### config.mk
export PLATFORM = sky130hd
export DESIGN_NAME = ddpt_ctrl
export DESIGN_NICKNAME = d
export VERILOG_FILES = /design/src/sv/ddpt_pkg.sv /design/src/sv/ddpt_ctrl.sv
export SDC_FILE = /design/constraint.sdc
export NUM_CORES = 1
export LEC_CHECK = 0
export BUFFER_PORTS_ARGS = -buffer_cell sky130_fd_sc_hd__buf_2
export CAP_MARGIN = 20
export CORE_MARGIN = 8
export CORE_UTILIZATION = 48
export CTS_CLUSTER_SIZE = 20
export DETAILED_ROUTE_END_ITERATION = 16
export HOLD_SLACK_MARGIN = 0.12
export PLACE_DENSITY = 0.86
export SLEW_MARGIN = 20
export SYNTH_ARGS = -nofsm -noshare
export SYNTH_HDL_FRONTEND = slang
export SYNTH_SLANG_ARGS = --single-unit
### constraint.sdc
create_clock -name clk -period 1.77 [get_ports clk]
set_input_delay 0.177 -clock clk [delete_from_list [all_inputs] [get_ports clk]]
set_output_delay 0.177 -clock clk [all_outputs]
set_load 0.005 [all_outputs]
### src/sv/ddpt_pkg.sv
package ddpt_pkg;

  // fixed-point formats
  localparam int HF = 24;                  // heading fraction bits
  localparam int PF = 16;                  // position fraction bits
  localparam int GF = 24;                  // gain fraction bits
  localparam int HW = HF + 2;              // heading width
  localparam int MS = GF + HF - PF;        // shift from product scale to position scale
  localparam int VW = GF + HF + 4;         // turn / move vector width
  localparam int NT = 30;                  // normalized magnitude lies in [2^(NT-1), 2^NT)
  localparam int SQW = 2 * NT + 1;         // sum of squares width
  localparam int NB = NT + 1;              // root width
  localparam int QB = HF + 1;              // quotient bits
  localparam int NUMW = NT + HF + 1;       // dividend width
  localparam int DW = NB + 1;              // partial remainder width
  localparam int CNTW = 5;
  localparam int VEC_STEPS = 5;
  localparam int SQ_STEPS = (SQW + 1) / 2;

  localparam logic [23:0] STEP_RST = 24'd3118465;
  localparam logic [23:0] FWD_RST  = 24'd1559200;
  localparam logic [23:0] LAT_RST  = 24'd8677;

  typedef enum logic [1:0] {
    CFG_STEP = 2'd0,
    CFG_FWD  = 2'd1,
    CFG_LAT  = 2'd2
  } cfg_idx_t;

  typedef enum logic [3:0] {
    ST_IDLE,
    ST_VEC,
    ST_MOVE,
    ST_ABS,
    ST_SHIFT,
    ST_SQX,
    ST_SQY,
    ST_SQRT,
    ST_DIVX_LD,
    ST_DIVX,
    ST_DIVY_LD,
    ST_DIVY,
    ST_DONE
  } state_t;

  typedef enum logic [1:0] {
    MUL_AX,
    MUL_BX,
    MUL_AY,
    MUL_BY
  } mul_sel_t;

  typedef enum logic [2:0] {
    ACC_NONE,
    ACC_LOAD_X,
    ACC_ADD_X,
    ACC_LOAD_Y,
    ACC_ADD_Y
  } acc_op_t;

  typedef struct packed {
    logic     straight;
    logic     ccw;
    logic     backward;
    mul_sel_t mul_sel;
    acc_op_t  acc_op;
    logic     move_en;
    logic     abs_en;
    logic     shift_en;
    logic     sqx_en;
    logic     sqy_en;
    logic     sqrt_en;
    logic     div_load;
    logic     div_en;
    logic     div_write;
    logic     div_y;
  } dp_cmd_t;

  typedef struct packed {
    logic vzero;
    logic mag_hi;
    logic mag_lo;
  } dp_sts_t;

endpackage

### src/sv/ddpt_ctrl.sv
module ddpt_ctrl
  import ddpt_pkg::*;
(
  input  logic       clk,
  input  logic       rst_n,
  input  logic       in_valid,
  input  logic [1:0] left_raw,
  input  logic [1:0] right_raw,
  input  logic       out_free,
  input  dp_sts_t    sts,
  output logic       in_ready,
  output logic       out_load,
  output dp_cmd_t    cmd
);

  state_t state_r, state_nxt;
  logic [CNTW-1:0] cnt_r, cnt_nxt;
  logic straight_r, ccw_r, bwd_r, move_r, turn_r;
  logic straight_nxt, ccw_nxt, bwd_nxt, move_nxt, turn_nxt;
  logic lz, lp, ln, rz, rp, rn, deq, spin, pivot, none, accept;

  // wheel decode: any negative code counts as backward
  always_comb begin
    lz = (left_raw == 2'b00);
    lp = (left_raw == 2'b01);
    ln = left_raw[1];
    rz = (right_raw == 2'b00);
    rp = (right_raw == 2'b01);
    rn = right_raw[1];
    deq = (lz && rz) || (lp && rp) || (ln && rn);
    none = lz && rz;
    spin = !deq && !lz && !rz;
    pivot = !deq && (lz || rz);
    accept = in_valid && in_ready;
  end

  always_comb begin
    straight_nxt = straight_r;
    ccw_nxt = ccw_r;
    bwd_nxt = bwd_r;
    move_nxt = move_r;
    turn_nxt = turn_r;
    if (accept) begin
      straight_nxt = deq && !lz;
      ccw_nxt = spin ? rp : (lz ? rp : ln);
      bwd_nxt = (deq && !lz) ? ln : (lz ? !rp : !lp);
      move_nxt = (deq && !lz) || pivot;
      turn_nxt = spin || pivot;
    end
  end

  // next state
  always_comb begin
    state_nxt = state_r;
    case (state_r)
      ST_IDLE: begin
        if (accept) state_nxt = none ? ST_DONE : ST_VEC;
      end
      ST_VEC: begin
        if (cnt_r == CNTW'(VEC_STEPS - 1)) state_nxt = move_r ? ST_MOVE : ST_ABS;
      end
      ST_MOVE:    state_nxt = turn_r ? ST_ABS : ST_DONE;
      ST_ABS:     state_nxt = ST_SHIFT;
      ST_SHIFT: begin
        if (sts.vzero) state_nxt = ST_DONE;
        else if (!sts.mag_hi && !sts.mag_lo) state_nxt = ST_SQX;
      end
      ST_SQX:     state_nxt = ST_SQY;
      ST_SQY:     state_nxt = ST_SQRT;
      ST_SQRT: begin
        if (cnt_r == CNTW'(SQ_STEPS - 1)) state_nxt = ST_DIVX_LD;
      end
      ST_DIVX_LD: state_nxt = ST_DIVX;
      ST_DIVX: begin
        if (cnt_r == CNTW'(QB - 1)) state_nxt = ST_DIVY_LD;
      end
      ST_DIVY_LD: state_nxt = ST_DIVY;
      ST_DIVY: begin
        if (cnt_r == CNTW'(QB - 1)) state_nxt = ST_DONE;
      end
      ST_DONE: begin
        if (out_free) state_nxt = ST_IDLE;
      end
      default:    state_nxt = ST_IDLE;
    endcase
  end

  assign cnt_nxt = (state_nxt != state_r) ? '0 : cnt_r + 1'b1;

  // outputs
  always_comb begin
    cmd = '0;
    cmd.straight = straight_r;
    cmd.ccw = ccw_r;
    cmd.backward = bwd_r;
    cmd.mul_sel = MUL_AX;
    cmd.acc_op = ACC_NONE;
    in_ready = 1'b0;
    out_load = 1'b0;
    case (state_r)
      ST_IDLE: in_ready = 1'b1;
      ST_VEC: begin
        case (cnt_r)
          CNTW'(0): cmd.mul_sel = MUL_AX;
          CNTW'(1): begin
            cmd.mul_sel = MUL_BX;
            cmd.acc_op = ACC_LOAD_X;
          end
          CNTW'(2): begin
            cmd.mul_sel = MUL_AY;
            cmd.acc_op = ACC_ADD_X;
          end
          CNTW'(3): begin
            cmd.mul_sel = MUL_BY;
            cmd.acc_op = ACC_LOAD_Y;
          end
          default: cmd.acc_op = ACC_ADD_Y;
        endcase
      end
      ST_MOVE:    cmd.move_en = 1'b1;
      ST_ABS:     cmd.abs_en = 1'b1;
      ST_SHIFT:   cmd.shift_en = 1'b1;
      ST_SQX:     cmd.sqx_en = 1'b1;
      ST_SQY:     cmd.sqy_en = 1'b1;
      ST_SQRT:    cmd.sqrt_en = 1'b1;
      ST_DIVX_LD: cmd.div_load = 1'b1;
      ST_DIVX: begin
        cmd.div_en = 1'b1;
        cmd.div_write = (cnt_r == CNTW'(QB - 1));
      end
      ST_DIVY_LD: begin
        cmd.div_load = 1'b1;
        cmd.div_y = 1'b1;
      end
      ST_DIVY: begin
        cmd.div_en = 1'b1;
        cmd.div_y = 1'b1;
        cmd.div_write = (cnt_r == CNTW'(QB - 1));
      end
      ST_DONE:    out_load = out_free;
      default:    in_ready = 1'b0;
    endcase
  end

  always_ff @(posedge clk) begin
    if (!rst_n) begin
      state_r <= ST_IDLE;
      cnt_r <= '0;
      straight_r <= 1'b0;
      ccw_r <= 1'b0;
      bwd_r <= 1'b0;
      move_r <= 1'b0;
      turn_r <= 1'b0;
    end else begin
      state_r <= state_nxt;
      cnt_r <= cnt_nxt;
      straight_r <= straight_nxt;
      ccw_r <= ccw_nxt;
      bwd_r <= bwd_nxt;
      move_r <= move_nxt;
      turn_r <= turn_nxt;
    end
  end

endmodule

### Yosys cells after proc, flatten, opt, wreduce, memory -nomap -nowiden

Index checks and enable logic that the tools add are counted.

* equality and inequality tests: 21
* mux-type cells: 30
* $add $sub $neg: 1
* bitwise gates (word level): 1
* reduce and logical (&&, ||, !) cells: 29

Operator list (number)
* 4-bit one-hot mux with 13 select lines: 1
* 4-bit two-way mux: 10
* 4-bit == test, second input constant: 5
* 4-bit by 3-bit == test with 1-bit output, second input constant: 4
* 1-bit two-way mux: 15
* 3-bit one-hot mux with 4 select lines: 1
* 5-bit by 2-bit == test with 1-bit output, second input constant: 2
* 5-bit == test, second input constant: 2
* 1-bit logical AND: 9
* 4-bit by 2-bit == test with 1-bit output, second input constant: 2
* 2-bit OR reduction: 4
* 1-bit zero test: 7
* 2-bit one-hot mux with 3 select lines: 1
* 5-bit by 1-bit adder with 5-bit output, second input constant: 1
* 5-bit by 1-bit == test with 1-bit output, second input constant: 1
* 5-bit by 3-bit == test with 1-bit output, second input constant: 1
* 5-bit zero test: 1
* 1-bit logical OR: 5
* 5-bit two-way mux: 1
* 2-bit by 1-bit == test with 1-bit output, second input constant: 2
* 4-bit by 1-bit == test with 1-bit output, second input constant: 1
* 2-bit zero test: 2
* 4-bit zero test: 1
* 4-bit inequality test: 1
* other kinds (2): 2

* word-level logic and storage cells: 89
* bits of input ports: 11
* bits in registers: 14

### Depth between registers and ports, before layout

Gate-level depths: netlist (run 1).

* depth in word-level cells: 8
* mapped depth: 8
* gate-level depth less buffers: 8

### Least setup slack after synthesis (run 1)

Ideal clock, no wire load.

* path type: register to register
* start: register cnt_r[0]
* end: register cnt_r[2]
* arrival: 1827 ps
* path slack: -130 ps
* period minus slack after synthesis: 1900 ps
* data required time: 1697 ps
* cell stages (with the launch flop): 9
* cells stage by stage: dfxtp_1 > inv_1 > ha_1 > and4_2 > a221oi_4 > o211ai_4 > xnor2_4 > nand4_4 > nor3_2

* longest elaborated chain between the ends: 5
* elaborated cells on any way between the ends: 11

RTL lines
* start: declaration: line ddpt_ctrl.sv:17 `logic [CNTW-1:0] cnt_r, cnt_nxt;`
* start signal: assignment: line ddpt_ctrl.sv:156 `cnt_r <= cnt_nxt;`
* 5-bit == test, or another cell as far along: line ddpt_ctrl.sv:75, ddpt_ctrl.sv:79
* 4-bit two-way mux, on equally long branches
* 4-bit one-hot mux with 13 select lines: line ddpt_ctrl.sv:55 `case (state_r)`
* 4-bit inequality test: line ddpt_ctrl.sv:88 `assign cnt_nxt = (state_nxt != state_r) ? '0 : cnt_r + 1'b1;`
* 2-bit OR reduction (no source line)

Several ways; a longest one is shown, not always the timed one.
A chain may end at the register's enable or synchronous reset.

### Worst setup path in the final report (run 1)

* start: register cnt_r[1]
* end: register cnt_r[1]

Same word-level chain as after synthesis.

==> metrics.yaml, run 1 <==
syn-cell-area_sq_um: 1310
critPathLaunchType: "flip-flop"
synth-edff-count: 0
fill_cells: 212
fin_crit_sh_pct: 106.1
ys_ff_latch: 14
avgSynthCellArea_sq_um: 8.733
fin_hold_ws_ns: 0.2272
syn-num-nets: 165
setup_tns_ns: -0.5278
place.gp.congestion: 0.8833
total_leakage_power_nw: 0.7777
antenna_cells: 0
violations: "setup timing"
fmax_ghz: 0.5325
endpoint_kind: "flip-flop"
path_class: "flip-flop to flip-flop"
synth_cell_types: 55
critical_path.max_fanout: 5
antenna_found_initial: 0
synthFlopType: "dfxtp_1"
pre_cts_slack_ns: -0.1345
cts_buffers: 3
io_pins: 31
drt_iter0_markers: 95
drive_gt1_share_pct: 56.52
multi_input_area_sq_um: 1023
area_growth_pct: 40.88
finalCriticalPeriod_ns: 1.878
irDropWorstVdd_mv: 0.6433
initial_core_util_pct: 49.20
vias: 1332
fin_cells: 238
grt_max_degree: 11
final_util_pct: 69.31
route.detailed.drc: 0
cts_root_buffer: "clkbuf_4"
relSlewSlack_pct: 59.57
worstPathRequired_ns: 1.94
setup_viol: 6
num_rows: 19
ant_nets: 0
maxCapViolCount: 0
fin_ws_ns: -0.1078
ff_latch_area_sq_um: 297.8
path_clk_slew_ns: 0.08
hold_depth: 2
finalHoldViolCount: 0
fin_nets: 224
clockBufferDepth: 2
worst-endpoint-arrival_ns: 2.04
post_drt_via_cell_ratio: 5.597
hold_buffers: 0
reg2regPathDepth: 8
wl_microns: 4030
async_flop_share_pct: 0
dieWidth_microns: 68.24
status: "complete, but fails checks"
io_buffers: 30
fin_worst_skew_ns: 0.003090
rsz0062_at_grt: "true"
grt_util_all_layers_pct: 17.64
die_area_sq_um: 4657
grt_pass1_vias: 1404
fp.dieH_microns: 68.24
grt_pass1_wl_microns: 6299
hp-class: "primary input to flip-flop"
clock_sinks: 14
fp.coreArea_sq_um: 2663
hpwl_microns: 2840
worstMarginPinSlew_ns: 0.6015
htree_levels: 1
p_per_area_nw_per_um2: 573.4
placed_cells: 228
slew_violations: 0
clk_latency_ns: 0.28
syn_inst: 150
final_common_cell: "buf_4"
first_pass_iters: 4
ys_seq_area_share_pct: 21.39
cts_tree: "built"
final_cell_mix: "buf_4 (37), buf_2 (30), nor2_1 (16)"
grt_overflow: 0
yosys_warnings: 0
wl_per_cell_microns: 16.93
[report_power, final]
part           internal (W)  switching [W]  total, W
Combinational      0.000249       0.000256  0.000504
Sequential         0.000344      0.0000296  0.000374
Clock             0.0000790       0.000102  0.000181
[final timing paths]
kind	start	end	slack (ns)
worst min register to register	ccw_r	ccw_r	0.46
worst min-delay path	rst_n	state_r[1]	0.23
worst max register to register	cnt_r[1]	cnt_r[1]	-0.11
worst max-delay path	cnt_r[1]	cnt_r[1]	-0.11
[metal layers]
| metal | track usage, % | vias up | routed length [microns] |
|---|---|---|---|
| li1 | - | 644 | - |
| met1 | 19.98 | 611 | 1584 |
| met2 | 28.72 | 58 | 1945 |
| met3 | 3.928 | 19 | 313 |
| met4 | 12.53 | 0 | 186 |
| met5 | 0 | - | 0 |
[per-stage QoR]
step           instance area (sq um)  power [W]
2_1_floorplan                   1326  0.0006494
3_3_place_gp                    1637  0.0007649
3_5_place_dp                    1637  0.0007770
4_1_cts                         1753  0.0009855
5_1_grt                         1846   0.001119
6_report                        1846   0.001058
[final cells by class]
class,count,share of cell area [%]
Timing Repair Buffer,68,23.80
Sequential cell,14,16.14
Tap cell,31,2.102
Multi-Input combinational cell,117,55.46
Clock buffer,3,1.220
Inverter,5,1.288
[registers in the layout (all words and copies together) (netlist names)]
register,flops
bwd_r,1
state_r,4
turn_r,1
move_r,1
cnt_r,5
straight_r,1
ccw_r,1
[Yosys cell counts (2+ instances only)]
cell / count / area [sq um]
xor2_1: 2 / 17.52
o211ai_1: 2 / 15.01
buf_6: 3 / 33.78
o21a_1: 2 / 15.01
nor3_1: 9 / 45.04
nor3_2: 4 / 40.04
a21oi_1: 5 / 25.02
nand3_1: 4 / 20.02
nor4b_2: 2 / 30.03
o21ai_0: 4 / 20.02
buf_4: 8 / 60.06
buf_2: 2 / 10.01
dfxtp_1: 14 / 280.3
and2_1: 3 / 18.77
inv_1: 5 / 18.77
nor2_1: 20 / 75.07
nand2b_1: 4 / 25.02
ha_1: 4 / 50.05
nand2_1: 14 / 52.55
a31oi_1: 2 / 12.51
nor2b_1: 3 / 18.77
[timing repair]
action,CTS,global route
buffers inserted,6,2
gates cloned,0,0
endpoints found under the setup margin,12,12
pin swaps,8,10
gates resized for setup,16,17
[cells by family (layout without fill, tap and decap cells)]
logic type | Yosys count | after routing | synth area share, %
muxes | 1 | 1 | 1.146
DFF | 14 | 14 | 21.39
buffers and inverters | 19 | 76 | 9.934
xor gates and xnor gates | 4 | 4 | 4.108
adders and majority gates | 4 | 4 | 3.821
AOI/OAI and AO/OA | 27 | 27 | 19.01
and+or+nand+nor | 81 | 81 | 40.59
[worst max-delay path, stage by stage (launching register included)]
cell and delay [ns]:
dfxtp_4 0.37, inv_4 0.07, ha_4 0.16, nand4bb_4 0.14
o32a_1 0.35, o32ai_4 0.13, mux2_4 0.34, nand4_4 0.14
nor3b_2 0.06
Power figures use the tool's default switching activity.
==> run 2, diff against run 1 <==
- BUFFER_PORTS_ARGS: -buffer_cell sky130_fd_sc_hd__buf_2 -> -buffer_cell sky130_fd_sc_hd__buf_4
- CTS_CLUSTER_DIAMETER: not set -> 50
- SKIP_LAST_GASP: not set -> 1
==> metrics.yaml, run 2 (synthesis results as in run 1) <==
status: "complete, but fails checks"
violations: "setup timing"
endpoint_kind: "flip-flop"
total_leakage_power_nw: 0.8451  # +8.7%
top_register: "cnt_r"
finalHoldViolCount: 0  # unchanged
htree_levels: 1  # unchanged
io_pins: 31  # unchanged
clock_sinks: 14  # unchanged
path_clk_slew_ns: 0.09  # about the same
final_common_cell: "buf_4"
slew_violations: 0  # unchanged
io_buffers: 30  # unchanged
final_util_pct: 75.52  # +6.2 points
drt_iter0_markers: 57  # -40%
die_area_sq_um: 4657  # unchanged
rsz0062_at_grt: "true"
initial_core_util_pct: 49.20  # unchanged
fin_crit_sh_pct: 107.3  # +1.2 points
reg.largest.list: "cnt_r: 5 flops, state_r: 4 flops"
vias: 1357  # +1.9%
ant_nets: 0  # unchanged
antenna_found_initial: 0  # unchanged
fill_cells: 174  # -18%
irDropWorstVdd_mv: 0.4721  # -27%
grt_pass1_wl_microns: 6582  # +4.5%
fin_ws_ns: -0.1290  # -0.02120 ns
final_area_sq_um: 2011  # +8.9%
route.detailed.drc: 0  # unchanged
fin_worst_skew_ns: 0.002714  # -0.0003761 ns
relSlewSlack_pct: 67.08  # +7.5 points
area_growth_pct: 53.49
cts_root_buffer: "clkbuf_4"
setup_tns_ns: -0.6836  # -0.1558 ns
placement.cell_area_sq_um: 1739  # +6.3%
finalCriticalPeriod_ns: 1.899  # +0.02120 ns
grt_max_degree: 12  # +1
first_pass_iters: 4  # unchanged
critical_path.max_fanout: 5  # unchanged
worstMarginPinSlew_ns: 0.4927  # -0.1088 ns
grt_pass1_vias: 1395  # -0.64%
clk_latency_ns: 0.27  # about the same
fin_hold_ws_ns: 0.2032  # -0.02398 ns
cts_buffers: 3  # unchanged
critPathLaunchType: "flip-flop"
pre_cts_slack_ns: -0.1186  # +0.01593 ns
wl_microns: 4102  # +1.8%
drive_gt1_share_pct: 58.53  # +2.0 points
grt_util_all_layers_pct: 18.27  # +0.62 points
fp.dieH_microns: 68.24  # unchanged
grt_overflow: 0  # unchanged
dieWidth_microns: 68.24  # unchanged
fin_nets: 233  # +4.0%
wl_per_cell_microns: 16.54  # -2.3%
maxCapViolCount: 0  # unchanged
worstPathRequired_ns: 1.93  # about the same
setup_viol: 7  # +1
fmax_ghz: 0.5266  # -1.1%
clockBufferDepth: 2  # unchanged
place.gp.congestion: 0.8921  # +1.0%
fp.coreArea_sq_um: 2663  # unchanged
cts_tree: "built"
hp-class: "primary input to flip-flop"
hpwl_microns: 3093  # +8.9%
antenna_cells: 0  # unchanged
largest_reg_flops: 5  # unchanged
hold_buffers: 0  # unchanged
final_cell_mix: "buf_4 (70), nor2_1 (15), nand2_1 (13)"
num_rows: 19  # unchanged
path_class: "flip-flop to flip-flop"
p_per_area_nw_per_um2: 578.3  # +0.85%
post_drt_via_cell_ratio: 5.472  # -2.2%
worst-endpoint-arrival_ns: 2.06  # +0.02 ns
==> run 2: changes by cell type in the layout (fill, tap and decap cells not counted), sizes merged <==
cell    previous run  this run
clkbuf             3         4
buf               68        77
==> run 2: where the power goes <==
| part | internal [W] | leakage, nW | switching, W |
|---|---|---|---|
| logic | 0.000303 | 0.706 | 0.000265 |
| registers | 0.000343 | 0.118 | 0.0000246 |
| clock network | 0.000125 | 0.0210 | 0.000102 |
| total | 0.000771 | 0.845 | 0.000392 |
==> run 2: area by class of cell <==
| cell class | count | area, sq um | area share, % |
|---|---|---|---|
| flip-flops and latches | 14 | 297.8 | 14.81 |
| inverters | 5 | 21.27 | 1.058 |
| repair buffers | 77 | 613.1 | 30.49 |
| clock buffers | 4 | 36.28 | 1.805 |
| multi-input cells | 117 | 1003 | 49.91 |
| well taps | 31 | 38.79 | 1.929 |
==> run 2: routing by layer <==
metal	routed length [microns]	vias to the layer above	GRT usage [%]	part of all wire (%)
met5	0	-	0	0
met4	53	0	5.371	1.3
met2	2102	47	32.94	51
met3	254	6	3.110	6.2
met1	1691	640	21.48	41
li1	-	664	-	-
==> run 2: path summary, 6_finish.rpt <==
| path | start | to | cells after the start | slack (ns) |
|---|---|---|---|---|
| max | cnt_r[1] | cnt_r[2] | 8 | -0.13 |
| min | rst_n | state_r[2] | 2 | 0.20 |
| max reg2reg | cnt_r[1] | cnt_r[2] | 8 | -0.13 |
| min reg2reg | ccw_r | ccw_r | 2 | 0.48 |
==> run 2: timing repair <==
| action | in CTS | in global routing |
|---|---|---|
| endpoints found under the setup margin | 12 | 19 |
| setup buffers | 11 | 5 |
| hold endpoints to repair | 0 | 0 |
| pin swaps | 20 | 20 |
| gates resized for setup | 30 | 7 |
==> run 2: critical path: stages (launching register included) <==
cell	delay [ns]
dfxtp_4	0.37
inv_4	0.06
ha_4	0.15
nand4bb_4	0.14
o32a_1	0.35
o32ai_4	0.15
mux2_4	0.35
nand4_4	0.15
nor3_2	0.06
==> run 2: metrics by stage <==
step,std cells,power [W]
detailed placement,230,0.0008266
floorplan,150,0.0006494
CTS,244,0.001141
global placement,230,0.0008041
finish,248,0.001163
global route,248,0.001220
